<file path="src/rtl/tsfm_pkg.sv">
`default_nettype none
// ----------------------------------------------------------------------------
// tsfm_pkg: shared constants and types for the touch sample filter and mapper
// Widths, filter constants, register indices and internal event codes.
// ----------------------------------------------------------------------------
package tsfm_pkg;

  localparam int SAMPLE_W    = 12;
  localparam int POS_W       = 16;
  localparam int GAIN_W      = 16;
  localparam int FRAC_W      = 14;   // Q2.14 gain
  localparam int CFG_W       = 16;
  localparam int CFG_IDX_W   = 3;

  localparam int SPG         = 5;    // samples per group
  localparam int AGREE_RANGE = 50;
  localparam int NUM_GROUPS  = 4;    // X, Y of two passes
  localparam int GRP_W       = 2;
  localparam int CNT_W       = $clog2(SPG);
  localparam int SUM_W       = SAMPLE_W + $clog2(SPG);

  // trimmed mean divisor, done as a multiply by a rounded-up reciprocal
  localparam int TRIM_DIV    = SPG - 2;
  localparam int RECIP_SH    = SUM_W + 4;
  localparam int RECIP_W     = RECIP_SH + 1;
  localparam int RECIP       = ((1 << RECIP_SH) + TRIM_DIV - 1) / TRIM_DIV;

  localparam logic [POS_W-1:0] NO_TOUCH = {POS_W{1'b1}};

  // configuration register indices
  localparam logic [CFG_IDX_W-1:0] REG_RAW_MODE      = 3'd0;
  localparam logic [CFG_IDX_W-1:0] REG_X_CENTER      = 3'd1;
  localparam logic [CFG_IDX_W-1:0] REG_Y_CENTER      = 3'd2;
  localparam logic [CFG_IDX_W-1:0] REG_X_GAIN        = 3'd3;
  localparam logic [CFG_IDX_W-1:0] REG_Y_GAIN        = 3'd4;
  localparam logic [CFG_IDX_W-1:0] REG_SCREEN_WIDTH  = 3'd5;
  localparam logic [CFG_IDX_W-1:0] REG_SCREEN_HEIGHT = 3'd6;

  // event moving down the pipeline
  typedef enum logic [0:0] {
    EV_PENUP = 1'b0,
    EV_GROUP = 1'b1
  } ev_kind_e;

endpackage
`default_nettype wire

</file>
<file path="src/rtl/tsfm_map_axis.sv">
`default_nettype none
// ----------------------------------------------------------------------------
// tsfm_map_axis: ADC to screen pixel mapping for one axis
// Registered signed product (value - centre) * gain, then offset by half the
// screen size, truncated toward zero and clamped to the screen.
// ----------------------------------------------------------------------------
module tsfm_map_axis (
  input  wire logic                                 clk_i,
  input  wire logic                                 load_i,
  input  wire logic        [tsfm_pkg::SAMPLE_W-1:0] val_i,
  input  wire logic        [tsfm_pkg::SAMPLE_W-1:0] centre_i,
  input  wire logic signed [tsfm_pkg::GAIN_W-1:0]   gain_i,
  input  wire logic        [tsfm_pkg::SAMPLE_W-1:0] size_i,
  output logic             [tsfm_pkg::POS_W-1:0]    pix_o
);

  localparam int DIFF_W = tsfm_pkg::SAMPLE_W + 1;
  localparam int PROD_W = DIFF_W + tsfm_pkg::GAIN_W;
  localparam int P_W    = PROD_W + 1;
  localparam int OFS_W  = tsfm_pkg::SAMPLE_W - 1 + tsfm_pkg::FRAC_W;

  logic signed [DIFF_W-1:0] diff;
  logic signed [PROD_W-1:0] prod_d, prod_q;
  logic signed [P_W-1:0]    p_sum, p_adj;
  logic [tsfm_pkg::POS_W-1:0] unclamped, size_ext;

  assign diff   = $signed({1'b0, val_i}) - $signed({1'b0, centre_i});
  assign prod_d = diff * gain_i;

  always_ff @(posedge clk_i) begin
    if (load_i) begin
      prod_q <= prod_d;
    end
  end

  assign p_sum = $signed({prod_q[PROD_W-1], prod_q})
               + $signed({{(P_W-OFS_W){1'b0}}, size_i[tsfm_pkg::SAMPLE_W-1:1],
                          {tsfm_pkg::FRAC_W{1'b0}}});
  // negative sums round toward zero
  assign p_adj = p_sum[P_W-1] ? p_sum + $signed(P_W'((1 << tsfm_pkg::FRAC_W) - 1)) : p_sum;

  assign unclamped = p_adj[tsfm_pkg::FRAC_W +: tsfm_pkg::POS_W];
  assign size_ext  = {{(tsfm_pkg::POS_W-tsfm_pkg::SAMPLE_W){1'b0}}, size_i};
  assign pix_o     = (unclamped >= size_ext) ? size_ext - 16'd1 : unclamped;

endmodule
`default_nettype wire

</file>
<file path="src/rtl/touch_sample_filter_and_mapper.sv">
`default_nettype none
// Results: the last sample of a scan, or a pen-up event, passes through v1_q,
//   v2_q, v3_q, v4_q and m_v_q to a valid result; other samples give no result.
// Throughput: one sample per cycle; the five-stage event pipeline stalls only
//   when the output register is full and not taken.
// Reset: counters, group accumulators, press latch and position state take their
//   idle values at once; no clearing pass.
// ----------------------------------------------------------------------------
// touch_sample_filter_and_mapper: trimmed-mean touch filter with screen mapping
// Groups ADC samples into trimmed means, checks two passes for agreement and
// maps the averaged point to screen pixels, with a first-press latch.
// ----------------------------------------------------------------------------
module touch_sample_filter_and_mapper (
  input  wire logic        clk_i,
  input  wire logic        rst_ni,
  // configuration
  input  wire logic                             cfg_we_i,
  input  wire logic [tsfm_pkg::CFG_IDX_W-1:0]   cfg_idx_i,
  input  wire logic [tsfm_pkg::CFG_W-1:0]       cfg_wdata_i,
  // sample stream
  input  wire logic        s_axis_tvalid,
  output logic             s_axis_tready,
  input  wire logic [15:0] s_axis_tdata,   // [11:0] sample, [15:12] zero
  input  wire logic [0:0]  s_axis_tuser,   // [0] pen_down
  // result stream
  output logic             m_axis_tvalid,
  input  wire logic        m_axis_tready,
  output logic [63:0]      m_axis_tdata,   // pos_x, pos_y, first_x, first_y
  output logic [1:0]       m_axis_tuser    // [0] pressed, [1] reads_agreed
);

  localparam int SW = tsfm_pkg::SAMPLE_W;
  localparam int PW = tsfm_pkg::POS_W;

  // configuration registers
  logic                              raw_mode_q;
  logic [SW-1:0]                     x_center_q, y_center_q;
  logic signed [tsfm_pkg::GAIN_W-1:0] x_gain_q, y_gain_q;
  logic [SW-1:0]                     scr_w_q, scr_h_q;

  always_ff @(posedge clk_i or negedge rst_ni) begin
    if (!rst_ni) begin
      raw_mode_q <= 1'b0;
      x_center_q <= 12'd2048;
      y_center_q <= 12'd2048;
      x_gain_q   <= 16'sd1200;
      y_gain_q   <= 16'sd1200;
      scr_w_q    <= 12'd240;
      scr_h_q    <= 12'd320;
    end else if (cfg_we_i) begin
      unique case (cfg_idx_i)
        tsfm_pkg::REG_RAW_MODE:      raw_mode_q <= cfg_wdata_i[0];
        tsfm_pkg::REG_X_CENTER:      x_center_q <= cfg_wdata_i[SW-1:0];
        tsfm_pkg::REG_Y_CENTER:      y_center_q <= cfg_wdata_i[SW-1:0];
        tsfm_pkg::REG_X_GAIN:        x_gain_q   <= $signed(cfg_wdata_i);
        tsfm_pkg::REG_Y_GAIN:        y_gain_q   <= $signed(cfg_wdata_i);
        tsfm_pkg::REG_SCREEN_WIDTH:  scr_w_q    <= cfg_wdata_i[SW-1:0];
        tsfm_pkg::REG_SCREEN_HEIGHT: scr_h_q    <= cfg_wdata_i[SW-1:0];
        default: begin
        end
      endcase
    end
  end

  // pipeline handshake
  logic v1_q, v2_q, v3_q, v4_q, m_v_q;
  logic rdy1, rdy2, rdy3, rdy4, rdy_o;
  logic fwd2, commit;

  // ---------------- stage 0: group accumulation ----------------
  logic                         in_acc, pen;
  logic [SW-1:0]                smp;
  logic [tsfm_pkg::CNT_W-1:0]   smp_cnt_q;
  logic [tsfm_pkg::GRP_W-1:0]   grp_cnt_q;
  logic [tsfm_pkg::SUM_W-1:0]   sum_q, sum_nx;
  logic [SW-1:0]                min_q, max_q, min_nx, max_nx;
  logic                         grp_done;

  assign in_acc   = s_axis_tvalid & s_axis_tready;
  assign pen      = s_axis_tuser[0];
  assign smp      = s_axis_tdata[SW-1:0];
  assign sum_nx   = sum_q + tsfm_pkg::SUM_W'(smp);
  assign min_nx   = (smp < min_q) ? smp : min_q;
  assign max_nx   = (smp > max_q) ? smp : max_q;
  assign grp_done = pen && (smp_cnt_q == tsfm_pkg::CNT_W'(tsfm_pkg::SPG - 1));

  always_ff @(posedge clk_i or negedge rst_ni) begin
    if (!rst_ni) begin
      smp_cnt_q <= '0;
      grp_cnt_q <= '0;
      sum_q     <= '0;
      min_q     <= '1;
      max_q     <= '0;
    end else if (in_acc) begin
      if (!pen || grp_done) begin
        smp_cnt_q <= '0;
        sum_q     <= '0;
        min_q     <= '1;
        max_q     <= '0;
        if (!pen || grp_cnt_q == tsfm_pkg::GRP_W'(tsfm_pkg::NUM_GROUPS - 1)) begin
          grp_cnt_q <= '0;
        end else begin
          grp_cnt_q <= grp_cnt_q + 2'd1;
        end
      end else begin
        smp_cnt_q <= smp_cnt_q + tsfm_pkg::CNT_W'(1);
        sum_q     <= sum_nx;
        min_q     <= min_nx;
        max_q     <= max_nx;
      end
    end
  end

  // ---------------- stage 1: group totals ----------------
  tsfm_pkg::ev_kind_e           r1_kind;
  logic [tsfm_pkg::GRP_W-1:0]   r1_grp;
  logic [tsfm_pkg::SUM_W-1:0]   r1_sum;
  logic [SW-1:0]                r1_min, r1_max;

  assign rdy1          = !v1_q || rdy2;
  assign s_axis_tready = rdy1;

  always_ff @(posedge clk_i or negedge rst_ni) begin
    if (!rst_ni) begin
      v1_q <= 1'b0;
    end else if (rdy1) begin
      v1_q <= in_acc && (!pen || grp_done);
    end
  end

  always_ff @(posedge clk_i) begin
    if (in_acc && (!pen || grp_done)) begin
      r1_kind <= pen ? tsfm_pkg::EV_GROUP : tsfm_pkg::EV_PENUP;
      r1_grp  <= grp_cnt_q;
      r1_sum  <= sum_nx;
      r1_min  <= min_nx;
      r1_max  <= max_nx;
    end
  end

  // trimmed mean: (sum - min - max) / (SPG - 2) via reciprocal multiply
  localparam logic [tsfm_pkg::RECIP_W-1:0] RecipC = tsfm_pkg::RECIP_W'(tsfm_pkg::RECIP);
  logic [tsfm_pkg::SUM_W-1:0]                  trim;
  logic [tsfm_pkg::SUM_W+tsfm_pkg::RECIP_W-1:0] quot_prod;
  logic [SW-1:0]                               mean;

  assign trim      = r1_sum - tsfm_pkg::SUM_W'(r1_min) - tsfm_pkg::SUM_W'(r1_max);
  assign quot_prod = trim * RecipC;
  assign mean      = quot_prod[tsfm_pkg::RECIP_SH +: SW];

  // ---------------- stage 2: pass compare ----------------
  tsfm_pkg::ev_kind_e           r2_kind;
  logic [tsfm_pkg::GRP_W-1:0]   r2_grp;
  logic [SW-1:0]                r2_mean;
  logic [SW-1:0]                pass_q [3];
  logic [SW-1:0]                dx, dy;
  logic [SW:0]                  sx, sy;
  logic                         agree;

  assign fwd2 = (r2_kind == tsfm_pkg::EV_PENUP)
             || (r2_grp == tsfm_pkg::GRP_W'(tsfm_pkg::NUM_GROUPS - 1));
  assign rdy2 = !v2_q || !fwd2 || rdy3;

  always_ff @(posedge clk_i or negedge rst_ni) begin
    if (!rst_ni) begin
      v2_q <= 1'b0;
    end else if (rdy2) begin
      v2_q <= v1_q;
    end
  end

  always_ff @(posedge clk_i) begin
    if (rdy2 && v1_q) begin
      r2_kind <= r1_kind;
      r2_grp  <= r1_grp;
      r2_mean <= mean;
    end
  end

  always_ff @(posedge clk_i or negedge rst_ni) begin
    if (!rst_ni) begin
      pass_q[0] <= '0;
      pass_q[1] <= '0;
      pass_q[2] <= '0;
    end else if (v2_q && !fwd2) begin
      pass_q[r2_grp] <= r2_mean;
    end
  end

  assign dx    = (pass_q[0] > pass_q[2]) ? pass_q[0] - pass_q[2] : pass_q[2] - pass_q[0];
  assign dy    = (pass_q[1] > r2_mean)   ? pass_q[1] - r2_mean   : r2_mean - pass_q[1];
  assign agree = (dx < SW'(tsfm_pkg::AGREE_RANGE)) && (dy < SW'(tsfm_pkg::AGREE_RANGE));
  assign sx    = {1'b0, pass_q[0]} + {1'b0, pass_q[2]};
  assign sy    = {1'b0, pass_q[1]} + {1'b0, r2_mean};

  // ---------------- stage 3: mapping product ----------------
  tsfm_pkg::ev_kind_e r3_kind;
  logic               r3_agreed;
  logic [SW-1:0]      r3_ax, r3_ay;

  assign rdy3 = !v3_q || rdy4;

  always_ff @(posedge clk_i or negedge rst_ni) begin
    if (!rst_ni) begin
      v3_q <= 1'b0;
    end else if (rdy3) begin
      v3_q <= v2_q && fwd2;
    end
  end

  always_ff @(posedge clk_i) begin
    if (rdy3 && v2_q && fwd2) begin
      r3_kind   <= r2_kind;
      r3_agreed <= agree;
      r3_ax     <= sx[SW:1];
      r3_ay     <= sy[SW:1];
    end
  end

  // ---------------- stage 4: clamp and state update ----------------
  tsfm_pkg::ev_kind_e r4_kind;
  logic               r4_agreed;
  logic [SW-1:0]      r4_ax, r4_ay;
  logic               ld4;
  logic [PW-1:0]      pix_x, pix_y;

  assign rdy4 = !v4_q || rdy_o;
  assign ld4  = rdy4 && v3_q;

  always_ff @(posedge clk_i or negedge rst_ni) begin
    if (!rst_ni) begin
      v4_q <= 1'b0;
    end else if (rdy4) begin
      v4_q <= v3_q;
    end
  end

  always_ff @(posedge clk_i) begin
    if (ld4) begin
      r4_kind   <= r3_kind;
      r4_agreed <= r3_agreed;
      r4_ax     <= r3_ax;
      r4_ay     <= r3_ay;
    end
  end

  tsfm_map_axis u_map_x (
    .clk_i    (clk_i),
    .load_i   (ld4),
    .val_i    (r3_ax),
    .centre_i (x_center_q),
    .gain_i   (x_gain_q),
    .size_i   (scr_w_q),
    .pix_o    (pix_x)
  );

  tsfm_map_axis u_map_y (
    .clk_i    (clk_i),
    .load_i   (ld4),
    .val_i    (r3_ay),
    .centre_i (y_center_q),
    .gain_i   (y_gain_q),
    .size_i   (scr_h_q),
    .pix_o    (pix_y)
  );

  logic          latch_q, latch_d;
  logic [PW-1:0] last_x_q, last_y_q, last_x_d, last_y_d;
  logic [PW-1:0] first_x_q, first_y_q, first_x_d, first_y_d;
  logic [PW-1:0] new_x, new_y;

  assign rdy_o  = !m_v_q || m_axis_tready;
  assign commit = v4_q && rdy_o;
  assign new_x  = raw_mode_q ? {{(PW-SW){1'b0}}, r4_ax} : pix_x;
  assign new_y  = raw_mode_q ? {{(PW-SW){1'b0}}, r4_ay} : pix_y;

  always_comb begin
    latch_d   = latch_q;
    last_x_d  = last_x_q;
    last_y_d  = last_y_q;
    first_x_d = first_x_q;
    first_y_d = first_y_q;
    unique case (r4_kind)
      tsfm_pkg::EV_PENUP: begin
        if (latch_q) begin
          latch_d = 1'b0;
        end else begin
          first_x_d = '0;
          first_y_d = '0;
          last_x_d  = tsfm_pkg::NO_TOUCH;
          last_y_d  = tsfm_pkg::NO_TOUCH;
        end
      end
      tsfm_pkg::EV_GROUP: begin
        if (r4_agreed) begin
          last_x_d = new_x;
          last_y_d = new_y;
        end
        // press starts: first point is the position after this scan
        if (!latch_q) begin
          latch_d   = 1'b1;
          first_x_d = last_x_d;
          first_y_d = last_y_d;
        end
      end
      default: begin
      end
    endcase
  end

  always_ff @(posedge clk_i or negedge rst_ni) begin
    if (!rst_ni) begin
      latch_q   <= 1'b0;
      last_x_q  <= tsfm_pkg::NO_TOUCH;
      last_y_q  <= tsfm_pkg::NO_TOUCH;
      first_x_q <= '0;
      first_y_q <= '0;
    end else if (commit) begin
      latch_q   <= latch_d;
      last_x_q  <= last_x_d;
      last_y_q  <= last_y_d;
      first_x_q <= first_x_d;
      first_y_q <= first_y_d;
    end
  end

  // ---------------- output register ----------------
  logic [63:0] out_data_q;
  logic [1:0]  out_user_q;

  always_ff @(posedge clk_i or negedge rst_ni) begin
    if (!rst_ni) begin
      m_v_q <= 1'b0;
    end else if (rdy_o) begin
      m_v_q <= v4_q;
    end
  end

  always_ff @(posedge clk_i) begin
    if (commit) begin
      out_data_q <= {first_y_d, first_x_d, last_y_d, last_x_d};
      out_user_q <= {(r4_kind == tsfm_pkg::EV_GROUP) && r4_agreed, latch_d};
    end
  end

  assign m_axis_tvalid = m_v_q;
  assign m_axis_tdata  = out_data_q;
  assign m_axis_tuser  = out_user_q;

`ifndef SYNTHESIS
  a_agreed_pressed : assert property (@(posedge clk_i) disable iff (!rst_ni)
    m_axis_tvalid && m_axis_tuser[1] |-> m_axis_tuser[0])
    else $error("agreed scan reported without press latch");

  a_penup_restart : assert property (@(posedge clk_i) disable iff (!rst_ni)
    in_acc && !s_axis_tuser[0] |=> (smp_cnt_q == '0) && (grp_cnt_q == '0))
    else $error("pen-up did not restart the scan");

  a_scan_latches : assert property (@(posedge clk_i) disable iff (!rst_ni)
    commit && (r4_kind == tsfm_pkg::EV_GROUP) |=> latch_q)
    else $error("completed scan left press latch clear");

  a_cnt_range : assert property (@(posedge clk_i) disable iff (!rst_ni)
    {1'b0, smp_cnt_q} < (tsfm_pkg::CNT_W + 1)'(tsfm_pkg::SPG))
    else $error("sample counter out of range");
`endif

endmodule
`default_nettype wire

</file>
<file path="config.mk">
export PLATFORM = sky130hd
export DESIGN_NAME = touch_sample_filter_and_mapper
export DESIGN_NICKNAME = d
export VERILOG_FILES = /design/src/rtl/tsfm_pkg.sv /design/src/rtl/tsfm_map_axis.sv /design/src/rtl/touch_sample_filter_and_mapper.sv
export SDC_FILE = /design/constraint.sdc
export NUM_CORES = 2
export LEC_CHECK = 0
export ABC_AREA = 1
export BUFFER_PORTS_ARGS = -buffer_cell sky130_fd_sc_hd__buf_2
export CORE_ASPECT_RATIO = 0.5
export CORE_MARGIN = 2
export CORE_UTILIZATION = 60
export DETAILED_ROUTE_END_ITERATION = 10
export GPL_ROUTABILITY_DRIVEN = 0
export HOLD_SLACK_MARGIN = 0.02
export PLACE_DENSITY = 0.83
export SETUP_SLACK_MARGIN = 0.4
export SLEW_MARGIN = 20
export SYNTH_ARGS = -nofsm -noshare
export SYNTH_HDL_FRONTEND = slang
export SYNTH_SLANG_ARGS = --single-unit
</file>
<file path="constraint.sdc">
create_clock -name clk_i -period 10.3 [get_ports clk_i]
set_input_delay 1.03 -clock clk_i [delete_from_list [all_inputs] [get_ports clk_i]]
set_output_delay 1.03 -clock clk_i [all_outputs]
set_load 0.02 [all_outputs]
</file>
==> impl_metrics.tcl <==
set metrics [dict create \
    remaining_drc_errors 0 \
    min_period_over_period 0.8182 \
    clock_path_buffers 3 \
    dr.pass1.iters 7 \
    final.fill_count 5815 \
    critPathBufInv 6 \
    final_net_count 6430 \
    grt_remaining_overflow 0 \
    finalSetupTns_ps 0 \
    netlist_instances 5445 \
    worst-slew-pin-transition_ps 1092 \
    cts_hold_buf 0 \
    synth_seq_cells 464 \
    arrival_ps 8780 \
    synthXorXnorAreaFrac 0.03457 \
    timing.max_slew.rel_slack 0.2710 \
    h-tree-depth 2 \
    clock-sinks 464 \
    clock_insertion_delay_at_the_later_pin_of_the_skew_report_ps 630 \
    final_hold_viol_count 0 \
    synth_area_leaders "sky130_fd_sc_hd__fa_1, sky130_fd_sc_hd__edfxtp_1, sky130_fd_sc_hd__ha_1, sky130_fd_sc_hd__dfrtp_1, sky130_fd_sc_hd__inv_1" \
    skew_ps 47.55 \
    via_per_inst 5.650 \
    required_ps 10650 \
    combined_global_route_utilization_of_all_metal_layers 0.2887 \
    clk_root_buffer_cell "sky130_fd_sc_hd__clkbuf_16" \
    yosysUniqueCellTypes 60 \
    postSynthNetCount 6407 \
    post_cts.resized_instances 0 \
    kind_of_path_behind_the_tightest_hold_check "input port to asynchronous set/reset pin" \
    drt-total-wl_mm 112.9 \
    final_layout_size_suffix_gt1_frac 0.06905 \
    design.die.area_um2 79580 \
    synth_top_family_by_area "adder cells" \
    share_of_the_synthesized_area_in_compound_gates_ao_oa_aoi_oai 0.08376 \
    critical_path.startpoint_type "register" \
    cts_post_setup_buffers_inserted 0 \
    vias 36910 \
    worst-path-max-fanout 4 \
    detail_route.wl_per_cell_um 17.28 \
    first_pass_grt_wire_length_mm 187.2 \
    synth.mux.area_fraction 0.0006482 \
    cts_tree "built" \
    place_worst_setup_slack_ps 1929 \
    final_setup_violations 0 \
    worst_path_largest_cell_delay_ps 520 \
    sequential_cell_area_fraction_in_the_yosys_report 0.2774 \
    chipWidth_um 397.0 \
    coreArea_um2 75780 \
    final.setup.worst_slack_ps 1872 \
    timing.critical_path.max_delay_family "adder cells" \
    timing.critical_path.to_type "register" \
    numCtsBuffers 43 \
    timing_worst_setup_path_type "register to register" \
    synthFlopType "sky130_fd_sc_hd__edfxtp_1" \
    initial_core_util 0.6113 \
    slew_viol_final 0 \
    standard_cell_row_count 71 \
    placed_area_um2 47690 \
    cpMaxStageDelayCell "sky130_fd_sc_hd__fa_1" \
    number_of_global_route_vias_before_repair 38270 \
    initial_antenna_violation_count 9 \
    unrepaired_setup_endpoints_after_global_routing "no" \
    area.sequential_um2 12850 \
    number_of_enable_flip_flop_cells_after_synthesis 233 \
    worst_hold_slack_ps 373.1 \
    syn_area_per_cell_um2 8.507 \
    detailed_place_hpwl_mm 87.66 \
    top_level_ports 109 \
    stdcell_area_um2 49210 \
    post_synth_fa_ha_maj_area_fraction 0.3269 \
    port-buffer-count 104 \
    synthesis.area_um2 46320 \
    yosysWarnings 0 \
    cap_viol_max_count 0 \
    multi_input_comb_area_um2 28560 \
    fp.dieH_um 200.5 \
    postRouteAntennaNets 0 \
    clk_pin_slew_ps 70 \
    maximum_number_of_pins_on_one_net_before_global_route_repair 174 \
    dr.first_iter.drc_count 2990 \
    flow.area_growth_from_synthesis_pct 6.231 \
    synth-async-reset-ratio 0.4978 \
    fraction_of_synthesized_cell_area_taken_by_the_top_area_cell_type 0.2083 \
    run_status "completed" \
    synth_simple_gate_area_share 0.1702 \
    achievable-frequency_ghz 0.1187 \
    netlist.top_cell.by_area "sky130_fd_sc_hd__fa_1" \
    finalWorstPathRequiredPeriod_ps 8428 \
]
[sequential cells by signal, summed over array words and instances, names as in the netlist, 15 cells and up]
signal          count
last_x_q           16
u_map_x.prod_q     29
x_gain_q           16
y_gain_q           16
pass_q             36
sum_q              15
r1_sum             15
last_y_q           16
u_map_y.prod_q     29
m_axis_tdata       64
first_y_q          16
first_x_q          16
[stage by stage]
step	utilization	instances
5_1_grt	0.6493	6529
3_5_place_dp	0.6294	6445
6_report	0.6494	6532
4_1_cts	0.6490	6525
3_3_place_gp	0.6294	6445
2_1_floorplan	-	5445
[synthesized netlist by cell type, drive strengths merged (13+ instances only)]
cell,instances
a21o,15
inv,1145
a31oi,16
or2,26
buf,25
o21ai,299
nand2,1164
dfstp,60
ha,439
nand3,206
o211ai,13
a21oi,255
xor2,139
nor2,389
nand4,36
edfxtp,233
dfrtp,171
o21bai,20
o22ai,26
fa,482
clkbuf,117
nor3,38
nand3b,13
xnor2,43
[per-layer routing]
layer,GRT usage,share of wire
met4,0.1133,0.045
met5,0,0.00014
met2,0.4887,0.47
met1,0.3678,0.39
met3,0.05398,0.090
[cells by family after synthesis]
family,Yosys count
simple gates,1880
buf+inv,1298
fa+ha+maj,921
compound gates,697
flops,464
xor+xnor,182
mux,3
[layout by cell type, fill, tap and decap left out, types with 8 or more instances in the layout]
cell type,n
sky130_fd_sc_hd__a21o_1,15
sky130_fd_sc_hd__a21oi_1,254
sky130_fd_sc_hd__a22o_1,11
sky130_fd_sc_hd__a31oi_1,16
sky130_fd_sc_hd__buf_2,103
sky130_fd_sc_hd__buf_4,14
sky130_fd_sc_hd__clkbuf_16,43
sky130_fd_sc_hd__clkinv_1,19
sky130_fd_sc_hd__dfrtp_1,171
sky130_fd_sc_hd__dfstp_2,60
sky130_fd_sc_hd__edfxtp_1,233
sky130_fd_sc_hd__fa_1,482
sky130_fd_sc_hd__ha_1,439
sky130_fd_sc_hd__inv_1,1132
sky130_fd_sc_hd__inv_2,11
sky130_fd_sc_hd__nand2_1,1116
sky130_fd_sc_hd__nand2_2,44
sky130_fd_sc_hd__nand3_1,195
sky130_fd_sc_hd__nand3_2,9
sky130_fd_sc_hd__nand3b_1,13
sky130_fd_sc_hd__nand4_1,35
sky130_fd_sc_hd__nor2_1,367
sky130_fd_sc_hd__nor2_2,14
sky130_fd_sc_hd__nor2_4,8
sky130_fd_sc_hd__nor3_1,37
sky130_fd_sc_hd__o211ai_1,13
sky130_fd_sc_hd__o21ai_0,279
sky130_fd_sc_hd__o21ai_1,13
sky130_fd_sc_hd__o21bai_1,20
sky130_fd_sc_hd__o22ai_1,26
sky130_fd_sc_hd__or2_2,25
sky130_fd_sc_hd__xnor2_1,43
sky130_fd_sc_hd__xor2_1,138
[final timing paths]
check	start	end	slack, ps	cells after the start
worst max-delay path	r1_sum[2]	r2_mean[11]	1870	34
worst min-delay path	rst_ni	max_q[2]	370	1
worst max register to register	r1_sum[2]	r2_mean[11]	1870	34
worst min register to register	r3_agreed	r4_agreed	410	0
max in group asynchronous	rst_ni	x_gain_q[2]	8490	2
min in group clk_i	r3_agreed	r4_agreed	410	0
[area by class of cell]
class                           count  area share
Antenna cell                        7   0.0003560
Clock buffer                       50     0.02260
Clock inverter                     30    0.007577
Inverter                         1156     0.08828
Multi-Input combinational cell   3683      0.5805
Sequential cell                   464      0.2612
Tap cell                         1022     0.02599
Timing Repair Buffer              120     0.01355
Power is not shown: default switching activity piles up to over one toggle a cycle in this logic, so the estimate is an artifact.
